[src/sv/lwe_matrix_multiply_add_macros.svh]
// assertion macros shared by the lwe matrix multiply-add rtl
// expects aclk and aresetn in the scope of each use
`ifndef LWE_MATRIX_MULTIPLY_ADD_MACROS_SVH
`define LWE_MATRIX_MULTIPLY_ADD_MACROS_SVH

// property must hold at every clock edge out of reset
`define LMMA_ASSERT(label, prop, msg) \
    label: assert property (@(posedge aclk) disable iff (!aresetn) prop) \
        else $error(msg);

// expression must never be true out of reset
`define LMMA_ASSERT_NEVER(label, expr, msg) \
    label: assert property (@(posedge aclk) disable iff (!aresetn) !(expr)) \
        else $error(msg);

`endif

[src/sv/lmma_pkg.sv]
// types, codes and constants for the lwe matrix multiply-add block
// no dependencies
package lmma_pkg;

    localparam int CMD_W    = 2;
    localparam int IDX_W    = 10;
    localparam int COL_W    = 3;
    localparam int WORD_W   = 16;
    localparam int IDX_CMP_W = 13;

    localparam int ACC_DEPTH         = 8;
    localparam int INNER_DIM_DEFAULT = 1024;
    localparam int OUT_COLS_DEFAULT  = 8;
    localparam int IDX_SPAN          = 2 ** IDX_W;
    localparam int QUEUE_DEPTH       = 4;

    localparam logic [CMD_W-1:0] CMD_SECRET = 2'd0;
    localparam logic [CMD_W-1:0] CMD_BIAS   = 2'd1;
    localparam logic [CMD_W-1:0] CMD_MATRIX = 2'd2;

    typedef logic [WORD_W-1:0] word_t;

    typedef enum logic [1:0] {
        OP_SECRET,
        OP_BIAS,
        OP_MAC
    } op_t;

    typedef struct packed {
        logic [CMD_W-1:0] cmd;
        logic [IDX_W-1:0] inner_index;
        logic [COL_W-1:0] column;
        word_t            word;
        logic             row_end;
    } in_item_t;

    typedef struct packed {
        logic [COL_W-1:0] out_column;
        word_t            sum;
        logic             last;
    } out_item_t;

    typedef struct packed {
        op_t              op;
        logic             hit;
        logic             row_end;
        logic [IDX_W-1:0] idx;
        logic [COL_W-1:0] col;
        word_t            word;
    } queue_entry_t;

    typedef struct packed {
        logic full;
        logic empty;
    } q_status_t;

endpackage

[src/sv/lmma_queue.sv]
// short queue between the front end and the datapath
// depends on lmma_pkg and the assertion macro header
`include "lwe_matrix_multiply_add_macros.svh"
module lmma_queue (
    input  logic                   aclk,
    input  logic                   aresetn,
    input  logic                   push,
    input  lmma_pkg::queue_entry_t push_entry,
    input  logic                   pop,
    output lmma_pkg::queue_entry_t head,
    output lmma_pkg::q_status_t    q_stat
);

    localparam int DEPTH = lmma_pkg::QUEUE_DEPTH;
    localparam int PTR_W = (DEPTH > 1) ? $clog2(DEPTH) : 1;
    localparam int CNT_W = $clog2(DEPTH + 1);
    localparam logic [PTR_W-1:0] PTR_LAST = PTR_W'(DEPTH - 1);
    localparam logic [CNT_W-1:0] CNT_FULL = CNT_W'(DEPTH);

    lmma_pkg::queue_entry_t entry_reg [DEPTH];
    logic [PTR_W-1:0] wr_ptr_reg, wr_ptr_next;
    logic [PTR_W-1:0] rd_ptr_reg, rd_ptr_next;
    logic [CNT_W-1:0] count_reg, count_next;

    always_comb begin
        wr_ptr_next = wr_ptr_reg;
        rd_ptr_next = rd_ptr_reg;
        count_next  = count_reg;
        if (push) begin
            wr_ptr_next = (wr_ptr_reg == PTR_LAST) ? '0 : wr_ptr_reg + 1'b1;
        end
        if (pop) begin
            rd_ptr_next = (rd_ptr_reg == PTR_LAST) ? '0 : rd_ptr_reg + 1'b1;
        end
        if (push && !pop) begin
            count_next = count_reg + 1'b1;
        end else if (pop && !push) begin
            count_next = count_reg - 1'b1;
        end
    end

    always_ff @(posedge aclk) begin
        if (!aresetn) begin
            wr_ptr_reg <= '0;
            rd_ptr_reg <= '0;
            count_reg  <= '0;
        end else begin
            wr_ptr_reg <= wr_ptr_next;
            rd_ptr_reg <= rd_ptr_next;
            count_reg  <= count_next;
        end
    end

    always_ff @(posedge aclk) begin
        if (push) begin
            entry_reg[wr_ptr_reg] <= push_entry;
        end
    end

    assign head         = entry_reg[rd_ptr_reg];
    assign q_stat.full  = (count_reg == CNT_FULL);
    assign q_stat.empty = (count_reg == '0);

    `LMMA_ASSERT_NEVER(a_push_when_full, push && q_stat.full, "push into full queue")
    `LMMA_ASSERT_NEVER(a_pop_when_empty, pop && q_stat.empty, "pop from empty queue")
    `LMMA_ASSERT(a_count_up, (push && !pop) |=> (count_reg == $past(count_reg) + 1'b1), "count lost a push")

endmodule

[config.mk]
export PLATFORM = sky130hd
export DESIGN_NAME = lmma_queue
export DESIGN_NICKNAME = d
export VERILOG_FILES = /design/src/sv/lmma_pkg.sv /design/src/sv/lmma_queue.sv
export VERILOG_INCLUDE_DIRS = /design/src /design/src/sv
export SDC_FILE = /design/constraint.sdc
export NUM_CORES = 1
export LEC_CHECK = 0
export BUFFER_PORTS_ARGS = -buffer_cell sky130_fd_sc_hd__buf_2
export CORE_AREA = 2 2 126 128
export DETAILED_ROUTE_END_ITERATION = 10
export DIE_AREA = 0 0 128 130
export GPL_ROUTABILITY_DRIVEN = 0
export MAX_ROUTING_LAYER = met4
export SLEW_MARGIN = 20
export SYNTH_ARGS = -nofsm -noshare
export SYNTH_HDL_FRONTEND = slang
export SYNTH_SLANG_ARGS = --single-unit
[constraint.sdc]
create_clock -name aclk -period 4.8 [get_ports aclk]
set_input_delay 0.48 -clock aclk [delete_from_list [all_inputs] [get_ports aclk]]
set_output_delay 0.48 -clock aclk [all_outputs]
set_load 0.01 [all_outputs]
==> results by group, run 1 <==
Logic synthesis
  – Simple-Gate Fraction of Synth Area: 0.0171
  – Synth warnings: 0
  – Synth Instances: 217
  – Main combinational cell family by area after synthesis: multiplexers
  – Area leader, netlist: edfxtp_1
  – Syn Area/Cell: 24.3 um2
  – Synth cell types: 23
  – Syn_nets: 261
  – Area of the mapped netlist: 5270 um2
  – Seq cells post-synth: 141
  – Top-area cell type share of the netlist area: 0.753
  – Adder-cell share of the synthesized area: 0.0181
  – Xor and xnor area share after synthesis: 0.00333
  – Register area share after synthesis: 0.787
  – Post-synthesis mux area share: 0.151
  – Top post-synthesis cells by area: edfxtp_1, mux4_2, dfxtp_1
  – Synth Area in Compound Gates: 0.00380

Global routing
  – Vias in the first global route: 2,596
  – Largest net degree at the start of global routing: 34
  – Initial antenna violation count: 1
  – First-pass GRT wire length: 13.9 mm
  – Grt ovf: 0
  – GRT Util Overall: 0.122

Die
  – Starting Density: 0.341
  – Core footprint: 15,400 um2
  – Width of the die: 128 um
  – Num rows: 46
  – Die Span Y: 130 um
  – DIE AREA: 16,600 um2
  – # IOs: 72

Pwr
  – LEAKAGE: 2.18 nW
  – Maximum vdd drop: 0.262 mV
  – PwrDens: 458 nW/um2

Setup path
  – Critical Path AT: 2400 ps
  – Worst r2r dst: entry_reg[3][22]$_DFFE_PP_
  – Startpoint Class: register
  – Reg-to-reg startpoint: wr_ptr_reg[0]$_SDFFE_PN0P_
  – Worst EP required: 4320 ps
  – Setup crit end kind: output port
  – Slack of the worst reg-to-reg path: 3050 ps
  – Register-to-Register Path Depth: 2
  – WS Path Type: register to output port
  – Peak fanout along the critical path: 18

Clock tree
  – H-Tree Depth: 4
  – Clk root buf: clkbuf_16
  – TritonCTS clock tree: yes
  – TritonCTS buffer count: 17
  – Clock sinks: 141
  – CTS clock-pin slew for the worst setup and hold paths: 60 ps
  – Clk_lat worst skew: 410 ps
  – Deepest clock path buffer count: 2
  – Post-cts sizing count: 0
  – Post-cts hold buffer count: 0
  – Post CTS Setup Buffer Count: 0

Route
  – Final ANT Viol Nets: 0
  – Total wire length: 8.93 mm
  – DR vias/cell: 4.67
  – Drt drc: 0
  – Routed wire per std cell: 17.6 um
  – Via count: 2,362
  – DR iter-0 viols: 119
  – First-pass detailed-route iteration total: 4

STA
  – Final Hold Fails: 0
  – Hold slack: 284 ps
  – Final period util: 0.599
  – Slew Limit Fails: 0
  – F_max: 348 MHz
  – PnR worst setup slack: 1920 ps
  – Min Tclk post-route: 2880 ps
  – Slew @ Worst Pin: 953 ps
  – Setup TNS: 0 ps
  – Layout Skew: 3.92 ps
  – Final setup fails: 0
  – Rel. slew slack: 0.364
  – RSZ-0062 raised after global routing: false

Outcome
  – Status: completed

Placement
  – I/O Buffers: 71
  – Placed inst area: 5790 um2
  – Detailed Place HPWL: 5.20 mm
  – DP Worst Slack: 2280 ps

Min path
  – Hold path startpoint: push_entry[32]
  – Min-delay worst type: input port to register
  – WHS Path Cells: 1
  – Hold EP: entry_reg[2][32]$_DFFE_PP_

Final layout
  – Most common cell after layout, fill and taps aside: edfxtp_1
  – Largest register FFs: 132
  – Final instance area: 6350 um2
  – Area growth, synth to finish: 20.7%
  – Nets@finish: 344
  – Layout cells sized above 1: 0.422
  – Commonest cells after routing, fill and taps aside: edfxtp_1, buf_2, mux4_2

Flow run
  – Max Cap Viol: 0
-- worst max-delay path by stage --
stage,startpoint,endpoint,slack [ps],depth (start not counted)
floorplan,pop,count_reg[2]$_SDFFE_PN0P_,3040,7
global placement,register,head[14],2300,3
detailed placement,register,head[14],2280,3
CTS,register,head[28],1810,3
global route,register,head[14],1710,3
finish,register,head[14],1920,3
-- cells in the mapped netlist --
cell	count
o21a_1	1
ha_1	6
mux4_1	3
buf_12	3
or3_1	1
xnor2_1	1
inv_1	4
nor3b_1	1
a21boi_0	1
buf_2	3
nor2_1	1
and2_1	5
dfxtp_1	9
fa_1	1
o21ai_0	1
mux4_2	30
clkbuf_1	1
nor3_1	2
nor2b_1	5
edfxtp_1	132
buf_6	1
xor2_1	1
mux2i_1	4
-- metrics by stage --
stage / utilization / power, mW / instances
floorplan: - / 1.60 / 217
detailed placement: 0.375 / 1.69 / 473
global route: 0.412 / 3.02 / 506
global placement: 0.375 / 1.68 / 473
finish: 0.412 / 2.91 / 506
CTS: 0.412 / 2.95 / 505
-- cell type report --
cell class                      instances  area [um2]
Clock inverter                         10         121
Sequential cell                       141        4150
Multi-Input combinational cell         64        1020
Clock buffer                           22         444
Timing Repair Buffer                   72         363
Tap cell                              192         240
Fill cell                            1383        9070
Antenna cell                            1        2.50
Inverter                                4        15.0
-- metal layers --
metal | routed length [um] | vias up | global-route usage | part of all wire
li1 | - | 1074 | - | -
met1 | 4000 | 1210 | 0.143 | 0.45
met2 | 4330 | 60 | 0.190 | 0.48
met3 | 432 | 18 | 0.0439 | 0.048
met4 | 169 | 0 | 0.0582 | 0.019
met5 | 0 | - | - | 0
-- critical path, cell delays in order (launching register included) --
cell	delay, ps
dfxtp_2	760
buf_4	440
mux4_1	600
buf_2	160
-- kinds of logic (layout without fill, tap and decap cells) --
family,Yosys count,after routing
and+or+nand+nor,15,15
xor gates and xnor gates,2,2
muxes,37,37
AOI/OAI and AO/OA,3,3
adders and majority gates,7,7
buffers and inverters,12,108
other,0,1
DFF,141,141
-- where the power goes --
part / leakage, nW / switching (mW) / internal, mW / total [mW]
logic: 0.614 / 0.110 / 0.107 / 0.217
clock network: 0.278 / 0.447 / 0.807 / 1.25
registers: 1.29 / 0.0319 / 1.41 / 1.44
Note: power is estimated with default switching activity, not from simulation.
==> inputs of run 2 (changes only) <==
--- a/config.mk
+++ b/config.mk
@@ -6,10 +6,11 @@
 export SDC_FILE = /design/constraint.sdc
 export NUM_CORES = 1
 export LEC_CHECK = 0
+export ABC_AREA = 1
 export BUFFER_PORTS_ARGS = -buffer_cell sky130_fd_sc_hd__buf_2
-export CORE_AREA = 2 2 126 128
+export CORE_AREA = 2 2 127 129
 export DETAILED_ROUTE_END_ITERATION = 10
-export DIE_AREA = 0 0 128 130
+export DIE_AREA = 0 0 129 131
 export GPL_ROUTABILITY_DRIVEN = 0
 export MAX_ROUTING_LAYER = met4
 export SLEW_MARGIN = 20
==> constraint.sdc (replaced) <==
create_clock -name aclk -period 2.4 [get_ports aclk]
set_input_delay 0.24 -clock aclk [delete_from_list [all_inputs] [get_ports aclk]]
set_output_delay 0.24 -clock aclk [all_outputs]
set_load 0.01 [all_outputs]
==> run 2 against run 1 <==
Register-to-register slack lost 2300 ps. Clock power grew 120%. Highest routed layer unchanged. Via count grew 38%. Sequential cell count is the same. Critical endpoint is now head[24]. Global-route usage grew 2.6 points. Combinational power grew to 2.5 times the previous value. Sequential power grew 97%. Utilization grew 0.80 points. Synthesized cell count grew 74%.
==> results by group, run 2 <==
Outcome
  – Status: completed

Logic synthesis
  – Post-synthesis mux area share: 0 (-0.151)
  – Top post-synthesis cells by area: edfxtp_1, nor2_1, o21ai_0
  – Main combinational cell family by area after synthesis: compound AO/OA/AOI/OAI gates
  – Area leader, netlist: edfxtp_1
  – Top-area cell type share of the netlist area: 0.739 (-0.0137)
  – Area of the mapped netlist: 5360 um2 (+1.9%)
  – Syn_nets: 422 (+62%)
  – Synth Instances: 378 (+74%)
  – Seq cells post-synth: 141 (unchanged)
  – Synth warnings: 0 (unchanged)
  – Synth Flop Type: edfxtp_1
  – Synth Area in Compound Gates: 0.106 (+0.102)
  – Register area share after synthesis: 0.773 (-0.0143)
  – Adder-cell share of the synthesized area: 0.0177 (-0.000329)
  – Share of synthesized registers carrying an async set or reset: 0 (unchanged)
  – Most frequent cell after synthesis: edfxtp_1
  – Xor and xnor area share after synthesis: 0.00163 (-0.00169)
  – Syn Area/Cell: 14.2 um2 (-42%)
  – Number of synthesized flops with an enable pin: 132 (unchanged)
  – Simple-Gate Fraction of Synth Area: 0.0632 (+0.0461)
  – Synth top cells by count: edfxtp_1, nor2_1, o21ai_0, o22ai_1, o21ai_1
  – Synth cell types: 21 (-8.7%)

Global routing
  – First-pass GRT wire length: 17.8 mm (+28%)
  – Largest net degree at the start of global routing: 37 (+8.8%)
  – GRT Util Overall: 0.148 (+0.0257)
  – Vias in the first global route: 3,346 (+29%)
  – Grt ovf: 0 (unchanged)
  – Initial antenna violation count: 0 (-1)

Die
  – Num rows: 46 (unchanged)
  – DIE AREA: 16,900 um2 (+1.6%)
  – # IOs: 72 (unchanged)
  – Die Span Y: 131 um (+0.77%)
  – Core footprint: 15,600 um2 (+1.1%)
  – Starting Density: 0.344 (+0.00248)
  – Width of the die: 129 um (+0.78%)

Setup path
  – Worst EP required: 2160 ps (-2160 ps)
  – Worst r2r dst: entry_reg[2][27]$_DFFE_PP_
  – Crit-path leading delay family: buffers and inverters
  – Startpoint Class: register
  – Reg-to-reg startpoint: wr_ptr_reg[0]$_SDFFE_PN0P_
  – Worst path max stage delay: 330 ps (-430 ps)
  – Critical-path cell list: inv_2 -> buf_4 -> o21ai_0 -> o22ai_1 -> buf_2
  – Register-to-Register Path Depth: 5 (+3)
  – Slack of the worst reg-to-reg path: 780 ps (-2270 ps)
  – Setup crit end kind: output port
  – Slowest-stage cell, CP: dfxtp_2
  – WP buf/inv: 3 (+1)
  – WS Path Type: register to output port
  – Critical Path AT: 1850 ps (-550 ps)
  – Peak fanout along the critical path: 19 (+1)

Final layout
  – Layout cells sized above 1: 0.259 (-0.163)
  – Area growth, synth to finish: 22.1%
  – Most common cell after layout, fill and taps aside: edfxtp_1
  – Largest register FFs: 132 (unchanged)
  – N_diodes: 0 (-1)
  – Commonest cells after routing, fill and taps aside: edfxtp_1, nor2_1, buf_2
  – Fill cells: 1,430 (+3.4%)
  – Nets@finish: 506 (+47%)

Pwr
  – Total power draw: 6.07 mW (+110%)
  – LEAKAGE: 2.38 nW (+9.3%)
  – Maximum vdd drop: 0.525 mV (+100%)
  – PwrDens: 927 nW/um2 (+100%)

Clock tree
  – Clk_lat worst skew: 420 ps (about the same)
  – Post-cts hold buffer count: 0 (unchanged)
  – CTS clock-pin slew for the worst setup and hold paths: 60 ps (about the same)
  – Clk root buf: clkbuf_16
  – TritonCTS clock tree: yes
  – Post-cts sizing count: 0 (unchanged)
  – Deepest clock path buffer count: 2 (unchanged)
  – Clock sinks: 141 (unchanged)
  – Post CTS Setup Buffer Count: 0 (unchanged)
  – H-Tree Depth: 4 (unchanged)
  – TritonCTS buffer count: 17 (unchanged)

STA
  – F_max: 478 MHz
  – Final period util: 0.872
  – Min Tclk post-route: 2090 ps
  – Layout Skew: 7.94 ps (+4.02 ps)
  – Final setup fails: 0 (unchanged)
  – Slew Limit Fails: 0 (unchanged)
  – RSZ-0062 raised after global routing: false
  – Setup TNS: 0 ps (unchanged)
  – Rel. slew slack: 0.569 (+0.204)
  – Final Hold Fails: 0 (unchanged)
  – Slew @ Worst Pin: 646 ps (-307 ps)

Route
  – Via count: 3,270 (+38%)
  – Total wire length: 11.5 mm (+29%)
  – DR iter-0 viols: 242 (+100%)
  – DR vias/cell: 4.73 (+1.4%)
  – Drt drc: 0 (unchanged)
  – Routed wire per std cell: 16.7 um (-5.3%)
  – Final ANT Viol Nets: 0 (unchanged)
  – First-pass detailed-route iteration total: 4 (unchanged)

Min path
  – Min-delay worst type: input port to register
  – WHS Path Cells: 1 (unchanged)
  – Hold path startpoint: push_entry[26]
  – Hold EP: entry_reg[3][26]$_DFFE_PP_

Placement
  – I/O Buffers: 71 (unchanged)
  – Detailed Place HPWL: 7.02 mm (+35%)

Flow run
  – Max Cap Viol: 0 (unchanged)
-- run 2: cell type report --
cell class	count	area (um2)	area share
Tap cell	216	270	0.0413
Sequential cell	141	4150	0.633
Clock inverter	14	175	0.0267
Multi-Input combinational cell	201	1010	0.154
Timing Repair Buffer	85	460	0.0703
Inverter	16	60.1	0.00917
Clock buffer	18	429	0.0655
-- run 2: worst max-delay path by stage --
stage	to	slack [ps]	cells after the start
after floorplan	entry_reg[3][0]$_DFFE_PP_	770	3
after CTS	head[24]	310	4
after detailed placement	head[24]	760	4
final	head[24]	310	5
after global routing	head[31]	160	4
after global placement	head[24]	780	5
-- run 2: power breakdown --
group          total [mW]  internal (mW)  switching [mW]
clock                2.69           1.72           0.968
combinational       0.547          0.189           0.357
sequential           2.84           2.81          0.0339
total                6.07           4.72            1.36
-- run 2: routing by layer --
layer | up-vias | track usage | share of wire
li1 | 1566 | - | -
met4 | 0 | 0.0550 | 0.013
met5 | - | - | 0
met2 | 67 | 0.235 | 0.49
met3 | 14 | 0.0432 | 0.043
met1 | 1623 | 0.181 | 0.46
-- run 2: cell families (layout without fill, tap and decap cells) --
group                    count (synthesis)  count (layout)
AND/OR/NAND/NOR                         88              88
adder cells (fa/ha/maj)                  7               7
buffers and inverters                   36             133
flip-flops                             141             141
XOR/XNOR                                 1               1
AO/OA/AOI/OAI                          105             105
-- run 2: metrics by stage --
stage | cells | setup WS, ps | hold WS [ps] | util | instance area (um2)
after floorplan | 378 | 770 | 339 | - | 5360
after global placement | 659 | 780 | 451 | 0.381 | 5950
after detailed placement | 659 | 760 | 460 | 0.381 | 5950
after CTS | 691 | 306 | 21.6 | 0.420 | 6550
after global routing | 691 | 161 | 23.9 | 0.420 | 6550
final | 691 | 306 | 38.2 | 0.420 | 6550
